--- src/rtl/srp_pkg.sv ---
package srp_pkg;

	localparam int MAX_SEGMENTS_DEF = 64;
	localparam int COORD_BITS_DEF   = 13;

	localparam int DIM_W    = 13;
	localparam int POS_W    = 12;
	localparam int AREA_W   = 25;
	localparam int STATUS_W = 2;

	localparam logic [AREA_W-1:0] AREA_MAX = {AREA_W{1'b1}};

	typedef enum logic [STATUS_W-1:0] {
		ST_PLACED = 2'd0,
		ST_NO_FIT = 2'd1,
		ST_FULL   = 2'd2
	} status_t;

	typedef enum logic [1:0] {
		REG_ATLAS_WIDTH  = 2'd0,
		REG_ATLAS_HEIGHT = 2'd1
	} reg_idx_t;

endpackage

--- src/rtl/srp_ram.sv ---
module srp_ram #(
	parameter int WIDTH = 39,
	parameter int DEPTH = 64
) (
	input  logic                     clk,
	input  logic                     we,
	input  logic [$clog2(DEPTH)-1:0] waddr,
	input  logic [WIDTH-1:0]         wdata,
	input  logic [$clog2(DEPTH)-1:0] raddr,
	output logic [WIDTH-1:0]         rdata
);

	logic [WIDTH-1:0] mem_q [DEPTH];
	logic [WIDTH-1:0] rdata_q;

	always_ff @(posedge clk) begin
		if (we) begin
			mem_q[waddr] <= wdata;
		end
		rdata_q <= mem_q[raddr];
	end

	assign rdata = rdata_q;

endmodule

--- src/rtl/skyline_rect_packer.sv ---
// Skyline bottom-left packer. A request (start while busy is low) places one rectangle; the
// single result appears on status/pos_x/pos_y/area_used for exactly one cycle with done high
// and cannot be held off. The skyline lives in one RAM with one read and one write port, so a
// request reads the segments one at a time while testing each start segment (each test
// walks the segments the rectangle would cover), then reads the neighbours, and moves the
// segments one at a time when the list is rewritten, before writing the new head segment.
// Requests with a zero or oversized dimension are answered from idle without a search. After
// reset and after every atlas width or height write the packer lays down the floor segment.
module skyline_rect_packer #(
	parameter int MAX_SEGMENTS = srp_pkg::MAX_SEGMENTS_DEF,
	parameter int COORD_BITS   = srp_pkg::COORD_BITS_DEF
) (
	input  logic                          clk,
	input  logic                          arst_n,
	input  logic                          start,
	output logic                          busy,
	input  logic [srp_pkg::DIM_W-1:0]     rect_width,
	input  logic [srp_pkg::DIM_W-1:0]     rect_height,
	input  logic                          cfg_we,
	input  logic [1:0]                    cfg_index,
	input  logic [srp_pkg::DIM_W-1:0]     cfg_data,
	output logic                          done,
	output logic [srp_pkg::STATUS_W-1:0]  status,
	output logic [srp_pkg::POS_W-1:0]     pos_x,
	output logic [srp_pkg::POS_W-1:0]     pos_y,
	output logic [srp_pkg::AREA_W-1:0]    area_used
);
	import srp_pkg::*;

	localparam int CB  = COORD_BITS;
	localparam int AW  = ((CB > DIM_W) ? CB : DIM_W) + 2;
	localparam int IW  = $clog2(MAX_SEGMENTS);
	localparam int CNW = $clog2(MAX_SEGMENTS + 1);
	localparam int NW  = $clog2(MAX_SEGMENTS + 2);
	localparam int NX  = NW + 1;
	localparam int MW  = 3 * CB;
	localparam logic [AW-1:0] ATLAS_MAX = AW'(1) << (CB - 1);
	localparam logic [NX-1:0] MAX_N = NX'(MAX_SEGMENTS);

	typedef enum logic [16:0] {
		S_INIT = 17'b1 << 0,
		S_IDLE = 17'b1 << 1,
		S_C_RD = 17'b1 << 2,
		S_C_EV = 17'b1 << 3,
		S_J_RD = 17'b1 << 4,
		S_J_EV = 17'b1 << 5,
		S_POST = 17'b1 << 6,
		S_P_RD = 17'b1 << 7,
		S_P_EV = 17'b1 << 8,
		S_K_RD = 17'b1 << 9,
		S_K_EV = 17'b1 << 10,
		S_CALC = 17'b1 << 11,
		S_M_RD = 17'b1 << 12,
		S_M_WR = 17'b1 << 13,
		S_HEAD = 17'b1 << 14,
		S_TRIM = 17'b1 << 15,
		S_FIN  = 17'b1 << 16
	} state_t;

	function automatic logic [AW-1:0] clamp_dim(input logic [DIM_W-1:0] v);
		logic [AW-1:0] e;
		e = AW'(v);
		if (e == '0) begin
			return AW'(1);
		end
		if (e > ATLAS_MAX) begin
			return ATLAS_MAX;
		end
		return e;
	endfunction

	function automatic logic [AW-1:0] ext(input logic [CB-1:0] v);
		return AW'(v);
	endfunction

	state_t              st_q;
	logic [DIM_W-1:0]    aw_reg_q, ah_reg_q;
	logic [AW-1:0]       w_q, h_q, rem_q, y_q, cleft_q, cspan_q;
	logic [AW-1:0]       by_q, bw_q, bx_q;
	logic [AW-1:0]       ptop_q, pleft_q, pspan_q, ktop_q, kleft_q, kspan_q;
	logic [2*DIM_W-1:0]  prod_q;
	logic [AREA_W-1:0]   area_q;
	logic [CNW-1:0]      cnt_q, i_q, j_q, bi_q, blast_q, p_q, s_q;
	logic                found_q, bexact_q, mp_q, mn_q;
	logic [NX-1:0]       n_q, delta_q;
	logic                done_q;
	logic [STATUS_W-1:0] status_q;
	logic [POS_W-1:0]    px_q, py_q;
	logic [AREA_W-1:0]   aout_q;

	logic [AW-1:0]  aw_c, ah_c, rd_left, rd_top, rd_span;
	logic [AW-1:0]  ynew, rem_in, cand_span, cand_left, nt, bxw, kend, head_span;
	logic [AW-1:0]  in_w, in_h;
	logic           hfail, covered, exact_c, better, over_c, jfail;
	logic [CNW-1:0] cur_last, next_j, k_c;
	logic           has_k, mp_c, mn_c, in_bad;
	logic [CNW-1:0] p_c;
	logic [NX-1:0]  n_c, delta_c, dest_c;
	logic [AREA_W+1:0] area_sum;

	logic           we;
	logic [IW-1:0]  waddr, raddr;
	logic [MW-1:0]  wdata, rdata;

	srp_ram #(.WIDTH(MW), .DEPTH(MAX_SEGMENTS)) u_ram (
		.clk   (clk),
		.we    (we),
		.waddr (waddr),
		.wdata (wdata),
		.raddr (raddr),
		.rdata (rdata)
	);

	assign aw_c    = clamp_dim(aw_reg_q);
	assign ah_c    = clamp_dim(ah_reg_q);
	assign in_w    = AW'(rect_width);
	assign in_h    = AW'(rect_height);
	assign in_bad  = (in_w == '0) || (in_h == '0) || (in_w > aw_c) || (in_h > ah_c);
	assign rd_left = ext(rdata[3*CB-1:2*CB]);
	assign rd_top  = ext(rdata[2*CB-1:CB]);
	assign rd_span = ext(rdata[CB-1:0]);

	always_comb begin
		if (st_q == S_C_EV) begin
			ynew      = rd_top;
			rem_in    = w_q;
			cand_span = rd_span;
			cand_left = rd_left;
			cur_last  = i_q;
		end else begin
			ynew      = (rd_top > y_q) ? rd_top : y_q;
			rem_in    = rem_q;
			cand_span = cspan_q;
			cand_left = cleft_q;
			cur_last  = j_q;
		end
	end

	assign over_c   = (rd_left + w_q) > aw_c;
	assign hfail    = (ynew + h_q) > ah_c;
	assign covered  = rd_span >= rem_in;
	assign exact_c  = rd_span == rem_in;
	assign better   = (ynew < by_q) || ((ynew == by_q) && (cand_span < bw_q));
	assign next_j   = cur_last + CNW'(1);
	assign jfail    = next_j >= cnt_q;

	assign k_c       = bexact_q ? (blast_q + CNW'(1)) : blast_q;
	assign has_k     = k_c < cnt_q;
	assign nt        = by_q + h_q;
	assign bxw       = bx_q + w_q;
	assign kend      = kleft_q + kspan_q;
	assign mp_c      = (bi_q != '0) && (ptop_q == nt);
	assign mn_c      = has_k && (ktop_q == nt);
	assign p_c       = mp_c ? (bi_q - CNW'(1)) : bi_q;
	assign n_c       = NX'(bi_q) + NX'(1) + NX'(cnt_q) - NX'(k_c) - NX'(mp_c) - NX'(mn_c);
	assign delta_c   = NX'(p_c) + NX'(1) - NX'(k_c) - NX'(mn_c);
	assign dest_c    = NX'(s_q) + delta_q;
	assign head_span = (mp_q ? pspan_q : '0) + w_q + (mn_q ? (kend - bxw) : '0);
	assign area_sum  = (AREA_W+2)'(area_q) + (AREA_W+2)'(prod_q);

	always_comb begin
		we    = 1'b0;
		waddr = '0;
		wdata = '0;
		raddr = '0;
		unique case (st_q)
			S_INIT: begin
				we    = 1'b1;
				wdata = {CB'(0), CB'(0), aw_c[CB-1:0]};
			end
			S_C_RD: raddr = i_q[IW-1:0];
			S_J_RD: raddr = j_q[IW-1:0];
			S_P_RD: raddr = IW'(bi_q - CNW'(1));
			S_K_RD: raddr = k_c[IW-1:0];
			S_M_RD: raddr = s_q[IW-1:0];
			S_M_WR: begin
				we    = 1'b1;
				waddr = dest_c[IW-1:0];
				wdata = rdata;
			end
			S_HEAD: begin
				we    = 1'b1;
				waddr = p_q[IW-1:0];
				wdata = {(mp_q ? pleft_q[CB-1:0] : bx_q[CB-1:0]), nt[CB-1:0],
					head_span[CB-1:0]};
			end
			S_TRIM: begin
				we    = 1'b1;
				waddr = IW'(p_q + CNW'(1));
				wdata = {bxw[CB-1:0], ktop_q[CB-1:0], kend[CB-1:0] - bxw[CB-1:0]};
			end
			default: ;
		endcase
	end

	always_ff @(posedge clk or negedge arst_n) begin
		if (!arst_n) begin
			st_q     <= S_INIT;
			aw_reg_q <= DIM_W'(4096);
			ah_reg_q <= DIM_W'(4096);
			cnt_q    <= CNW'(1);
			area_q   <= '0;
			done_q   <= 1'b0;
		end else begin
			done_q <= 1'b0;
			if (cfg_we && (cfg_index == REG_ATLAS_WIDTH || cfg_index == REG_ATLAS_HEIGHT)) begin
				if (cfg_index == REG_ATLAS_WIDTH) begin
					aw_reg_q <= cfg_data;
				end else begin
					ah_reg_q <= cfg_data;
				end
				st_q <= S_INIT;
			end else begin
				unique case (st_q)
					S_INIT: begin
						cnt_q  <= CNW'(1);
						area_q <= '0;
						st_q   <= S_IDLE;
					end
					S_IDLE: begin
						if (start) begin
							if (in_bad) begin
								done_q   <= 1'b1;
								status_q <= ST_NO_FIT;
								px_q     <= '0;
								py_q     <= '0;
								aout_q   <= area_q;
							end else begin
								w_q     <= in_w;
								h_q     <= in_h;
								prod_q  <= rect_width * rect_height;
								by_q    <= ah_c + AW'(1);
								bw_q    <= aw_c + AW'(1);
								found_q <= 1'b0;
								i_q     <= '0;
								st_q    <= S_C_RD;
							end
						end
					end
					S_C_RD, S_J_RD: st_q <= (st_q == S_C_RD) ? S_C_EV : S_J_EV;
					S_C_EV, S_J_EV: begin
						if (st_q == S_C_EV) begin
							cleft_q <= rd_left;
							cspan_q <= rd_span;
						end
						y_q <= ynew;
						if ((st_q == S_C_EV && over_c) || hfail) begin
							i_q  <= i_q + CNW'(1);
							st_q <= ((i_q + CNW'(1)) >= cnt_q) ? S_POST : S_C_RD;
						end else if (covered) begin
							if (better) begin
								found_q  <= 1'b1;
								bi_q     <= i_q;
								by_q     <= ynew;
								bw_q     <= cand_span;
								bx_q     <= cand_left;
								blast_q  <= cur_last;
								bexact_q <= exact_c;
							end
							i_q  <= i_q + CNW'(1);
							st_q <= ((i_q + CNW'(1)) >= cnt_q) ? S_POST : S_C_RD;
						end else if (jfail) begin
							i_q  <= i_q + CNW'(1);
							st_q <= ((i_q + CNW'(1)) >= cnt_q) ? S_POST : S_C_RD;
						end else begin
							rem_q <= rem_in - rd_span;
							j_q   <= next_j;
							st_q  <= S_J_RD;
						end
					end
					S_POST: begin
						if (!found_q) begin
							done_q   <= 1'b1;
							status_q <= ST_NO_FIT;
							px_q     <= '0;
							py_q     <= '0;
							aout_q   <= area_q;
							st_q     <= S_IDLE;
						end else begin
							ptop_q <= '0;
							st_q   <= (bi_q != '0) ? S_P_RD : S_K_RD;
						end
					end
					S_P_RD: st_q <= S_P_EV;
					S_P_EV: begin
						ptop_q  <= rd_top;
						pleft_q <= rd_left;
						pspan_q <= rd_span;
						st_q    <= S_K_RD;
					end
					S_K_RD: st_q <= S_K_EV;
					S_K_EV: begin
						ktop_q  <= rd_top;
						kleft_q <= rd_left;
						kspan_q <= rd_span;
						st_q    <= S_CALC;
					end
					S_CALC: begin
						mp_q    <= mp_c;
						mn_q    <= mn_c;
						p_q     <= p_c;
						n_q     <= n_c;
						delta_q <= delta_c;
						if (n_c > MAX_N) begin
							done_q   <= 1'b1;
							status_q <= ST_FULL;
							px_q     <= '0;
							py_q     <= '0;
							aout_q   <= area_q;
							st_q     <= S_IDLE;
						end else if (delta_c == '0 || (k_c + CNW'(1)) >= cnt_q) begin
							st_q <= S_HEAD;
						end else begin
							s_q  <= $signed(delta_c) > 0 ? (cnt_q - CNW'(1)) : (k_c + CNW'(1));
							st_q <= S_M_RD;
						end
					end
					S_M_RD: st_q <= S_M_WR;
					S_M_WR: begin
						if ($signed(delta_q) > 0) begin
							if (s_q == k_c + CNW'(1)) begin
								st_q <= S_HEAD;
							end else begin
								s_q  <= s_q - CNW'(1);
								st_q <= S_M_RD;
							end
						end else begin
							if (s_q == cnt_q - CNW'(1)) begin
								st_q <= S_HEAD;
							end else begin
								s_q  <= s_q + CNW'(1);
								st_q <= S_M_RD;
							end
						end
					end
					S_HEAD: st_q <= (has_k && !mn_q) ? S_TRIM : S_FIN;
					S_TRIM: st_q <= S_FIN;
					S_FIN: begin
						cnt_q    <= n_q[CNW-1:0];
						area_q   <= (area_sum > (AREA_W+2)'(AREA_MAX)) ? AREA_MAX
							: area_sum[AREA_W-1:0];
						aout_q   <= (area_sum > (AREA_W+2)'(AREA_MAX)) ? AREA_MAX
							: area_sum[AREA_W-1:0];
						done_q   <= 1'b1;
						status_q <= ST_PLACED;
						px_q     <= bx_q[POS_W-1:0];
						py_q     <= by_q[POS_W-1:0];
						st_q     <= S_IDLE;
					end
					default: st_q <= S_INIT;
				endcase
			end
		end
	end

	assign busy      = (st_q != S_IDLE);
	assign done      = done_q;
	assign status    = status_q;
	assign pos_x     = px_q;
	assign pos_y     = py_q;
	assign area_used = aout_q;

`ifndef SYNTHESIS
	a_done_idle: assert property (@(posedge clk) disable iff (!arst_n)
		done_q |-> st_q == S_IDLE) else $error("result shown while busy");
	a_cnt_range: assert property (@(posedge clk) disable iff (!arst_n)
		(cnt_q != '0) && (cnt_q <= CNW'(MAX_SEGMENTS))) else $error("segment count out of range");
	a_accept_ack: assert property (@(posedge clk) disable iff (!arst_n)
		(start && !busy && !cfg_we) |=> (busy || done_q)) else $error("request dropped");
	a_no_idle_write: assert property (@(posedge clk) disable iff (!arst_n)
		we |-> st_q != S_IDLE) else $error("skyline written while idle");
`endif

endmodule
--- config.mk ---
export PLATFORM = sky130hd
export DESIGN_NAME = skyline_rect_packer
export DESIGN_NICKNAME = d
export VERILOG_FILES = /design/src/rtl/srp_pkg.sv /design/src/rtl/srp_ram.sv /design/src/rtl/skyline_rect_packer.sv
export SDC_FILE = /design/constraint.sdc
export NUM_CORES = 2
export LEC_CHECK = 0
export BUFFER_PORTS_ARGS = -buffer_cell sky130_fd_sc_hd__buf_2
export CAP_MARGIN = 20
export CORE_MARGIN = 5
export CORE_UTILIZATION = 35
export DETAILED_ROUTE_END_ITERATION = 7
export GPL_TIMING_DRIVEN = 0
export PLACE_DENSITY_LB_ADDON = 0.08
export SLEW_MARGIN = 20
export SYNTH_ARGS = -nofsm -noshare
export SYNTH_HDL_FRONTEND = slang
export SYNTH_SLANG_ARGS = --single-unit
--- constraint.sdc ---
create_clock -name clk -period 11.4 [get_ports clk]
set_input_delay 1.14 -clock clk [delete_from_list [all_inputs] [get_ports clk]]
set_output_delay 1.14 -clock clk [all_outputs]
set_load 0.05 [all_outputs]
==> flow_summary.toml <==
[outcome]
outcome = "finished clean"

[logic_synthesis]
syn_avg_cell_area_sq_um = 16.6
ys_seq_area_share_pct = 67.6
async_flop_share_pct = 2.57
synth-seq-cells = 2953
yosysTopAreaCell = "edfxtp_1"
synth_most_common_cell = "edfxtp_1"
syn_inst = 7848
synth_common_cells = "edfxtp_1, nand2_1, mux4_2"
netlist_area_sq_um = 130000
yosys_warnings = 0
synth_fp_nets = 8415
ys_types = 95
synth_edf_count = 2838
synth_top_flop_cell = "edfxtp_1"
synth_top_area_share_pct = 65.5
synth_area_leaders = "edfxtp_1, mux4_2, ha_1"

[detailed_routing]
vias = 78700
first_iter_violations = 9160
drt-wirelength-per-cell_microns = 35.7
wirelength_microns = 493000
drt-pass1-iter-count = 8
ant_nets = 0
drc = 0
vias_per_cell = 5.69

[clock_network]
hold_buffers = 0
clk_pin_slew_worst_paths_ps = 60
cts_resized = 0
cts_buffer_depth = 4
postCtsSetupBuffers = 0
cts-root-buf = "clkbuf_16"
h-tree-depth = 5
cts_tree = "done"
cts_sinks = 2953
cts_buffers = 339
clk_latency_ps = 980

[setup_path]
cp_common_cell = "a21oi_1"
worstPathMaxFanout = 15
start_kind = "flip-flop"
worstSetupPathType = "flip-flop to flip-flop"
endpoint_kind = "flip-flop"
critPathArrivalTime_ps = 9900
critical_path.max_stage_delay_ps = 800
required_ps = 11990
crit_slowest_cell = "o22ai_1"

[placed_design]
io_buffers = 97
dp_cells = 13200
placed_area_sq_um = 145000
dpl.hpwl_microns = 364000
gp_congestion = 0.872

[die]
core_sq_um = 370000
initial_utilization_pct = 35.2
die_h_microns = 620
rows = 223
die_area_sq_um = 384000
die_x_microns = 620
pin_count = 98

[grt]
first_global_vias = 78500
grt_max_degree = 65
antenna_found_initial = 28
grt_pass1_wl_microns = 669000
grt-ovfl-total = 0
grt_use_total_pct = 25.3

[cells_and_area]
register_area_sq_um = 87900
finalNetCount = 9153
n_fill_cell = 33200
utilization_pct = 42.0
final_cells = 13800
area_delta_synth_final_pct = 19.4
multi_input_area_sq_um = 40400
drive_gt1_share_pct = 20.7
design_area_sq_um = 155000

[timing]
rsz0062_at_grt = "false"
fmax_ghz = 0.107
finalHoldViolCount = 0
finalCritPeriodShare_pct = 81.7
setup_viol = 0
slew_viol_final = 0
tns_ps = 0
tightest_slew_ps = 1260
relSlewSlack_pct = 16.2
period_minus_slack_ps = 9310
fin_skew_ps = 107

[flow_run]
cap_violations = 0

[pwr]
power_leakage_nw = 57.3
irDropWorstVdd_mv = 0.181
powerDensity_nw_per_um2 = 176

[worst_hold_path]
holdCritPathClass = "input port to asynchronous set/reset pin"
-- layer usage --
layer / track usage [%] / routed length (microns)
met3: 4.30 / 35100
met2: 40.8 / 232000
met5: 0 / 53
met1: 34.5 / 206000
met4: 9.03 / 20300
-- flip-flops by register name, summed over array words and instances, names as in the netlist, 15 cells and up --
name / cells
area_q: 25
area_used: 25
bw_q: 15
by_q: 15
cspan_q: 15
prod_q: 26
rem_q: 15
st_q: 17
u_ram.mem_q: 2496
u_ram.rdata: 39
y_q: 15
-- layout make-up --
cell class / count / share of cell area [%]
Antenna cell: 14 / 0.0226
Sequential cell: 2953 / 56.6
Timing Repair Buffer: 397 / 4.59
Clock buffer: 420 / 5.75
Inverter: 332 / 0.804
Clock inverter: 200 / 1.14
Multi-Input combinational cell: 4216 / 26.0
Tap cell: 4950 / 3.99
Buffer: 347 / 1.11
-- path summary, 6_finish.rpt --
| kind | startpoint | cells past startpoint | slack [ps] | to |
|---|---|---|---|---|
| setup / recovery | st_q[0]$_DFFE_PN1P_ | 30 | 2090 | bx_q[4]$_DFFE_PP_ |
| hold / removal | arst_n | 1 | 90 | cnt_q[6]$_DFFE_PN0P_ |
| setup reg to reg | st_q[0]$_DFFE_PN1P_ | 30 | 2090 | bx_q[4]$_DFFE_PP_ |
| hold reg to reg | i_q[2]$_SDFFCE_PN0P_ | 0 | 460 | bi_q[2]$_DFFE_PP_ |
| max in group asynchronous | arst_n | 2 | 10620 | area_q[22]$_DFFE_PN0P_ |
| min in group clk | i_q[2]$_SDFFCE_PN0P_ | 0 | 460 | bi_q[2]$_DFFE_PP_ |
-- per-stage QoR --
| stage | worst slack (ps) | total power [mW] | hold WS, ps |
|---|---|---|---|
| floorplan | 2670 | 15.1 | 424 |
| global placement | -2350 | 16.8 | 449 |
| finish | 2090 | 27.4 | 88.8 |
| detailed placement | 2130 | 17.0 | 453 |
| global route | 1400 | 28.4 | 84.3 |
| CTS | 2050 | 27.6 | 37.7 |
-- placed cells by master (no fill, tap or decap), drive strengths merged, types with 72 or more instances in the layout --
cell	count
edfxtp	2838
nand2	683
clkbuf	585
buf	579
mux4	540
ha	365
inv	342
nor2	276
a21oi	266
o21ai	169
fa	157
xnor2	157
and2	156
clkinv	154
nand3	135
mux2i	99
a21o	91
a22oi	85
xor2	80
a221oi	74
dfrtp	72
-- critical path, delay by kind of cell, from the launching register on --
family / cells / cell delay (ps)
buffers and inverters: 5 / 1910
AO/OA/AOI/OAI: 13 / 3470
flip-flops: 1 / 540
adder cells (fa/ha/maj): 3 / 960
AND/OR/NAND/NOR: 8 / 1870
XOR/XNOR: 1 / 200
-- power breakdown --
group / internal, mW / switching, mW / total, mW / leakage, nW
sequential: 12.3 / 0.254 / 12.6 / 31.5
clock: 6.01 / 4.62 / 10.6 / 5.17
combinational: 1.43 / 2.72 / 4.15 / 20.7
total: 19.8 / 7.60 / 27.4 / 57.3
-- logic make-up (layout without fill, tap and decap cells) --
logic type / after synthesis / after routing / share of synthesized area (%)
AND/OR/NAND/NOR: 1638 / 1638 / 6.03
other: 0 / 14 / 0
AO/OA/AOI/OAI: 1115 / 1115 / 5.91
multiplexers: 701 / 701 / 10.6
adder cells (fa/ha/maj): 522 / 522 / 5.93
buffers and inverters: 679 / 1696 / 2.26
XOR/XNOR: 240 / 240 / 1.65
flip-flops: 2953 / 2953 / 67.6
Note: power is estimated with default switching activity, not from simulation.
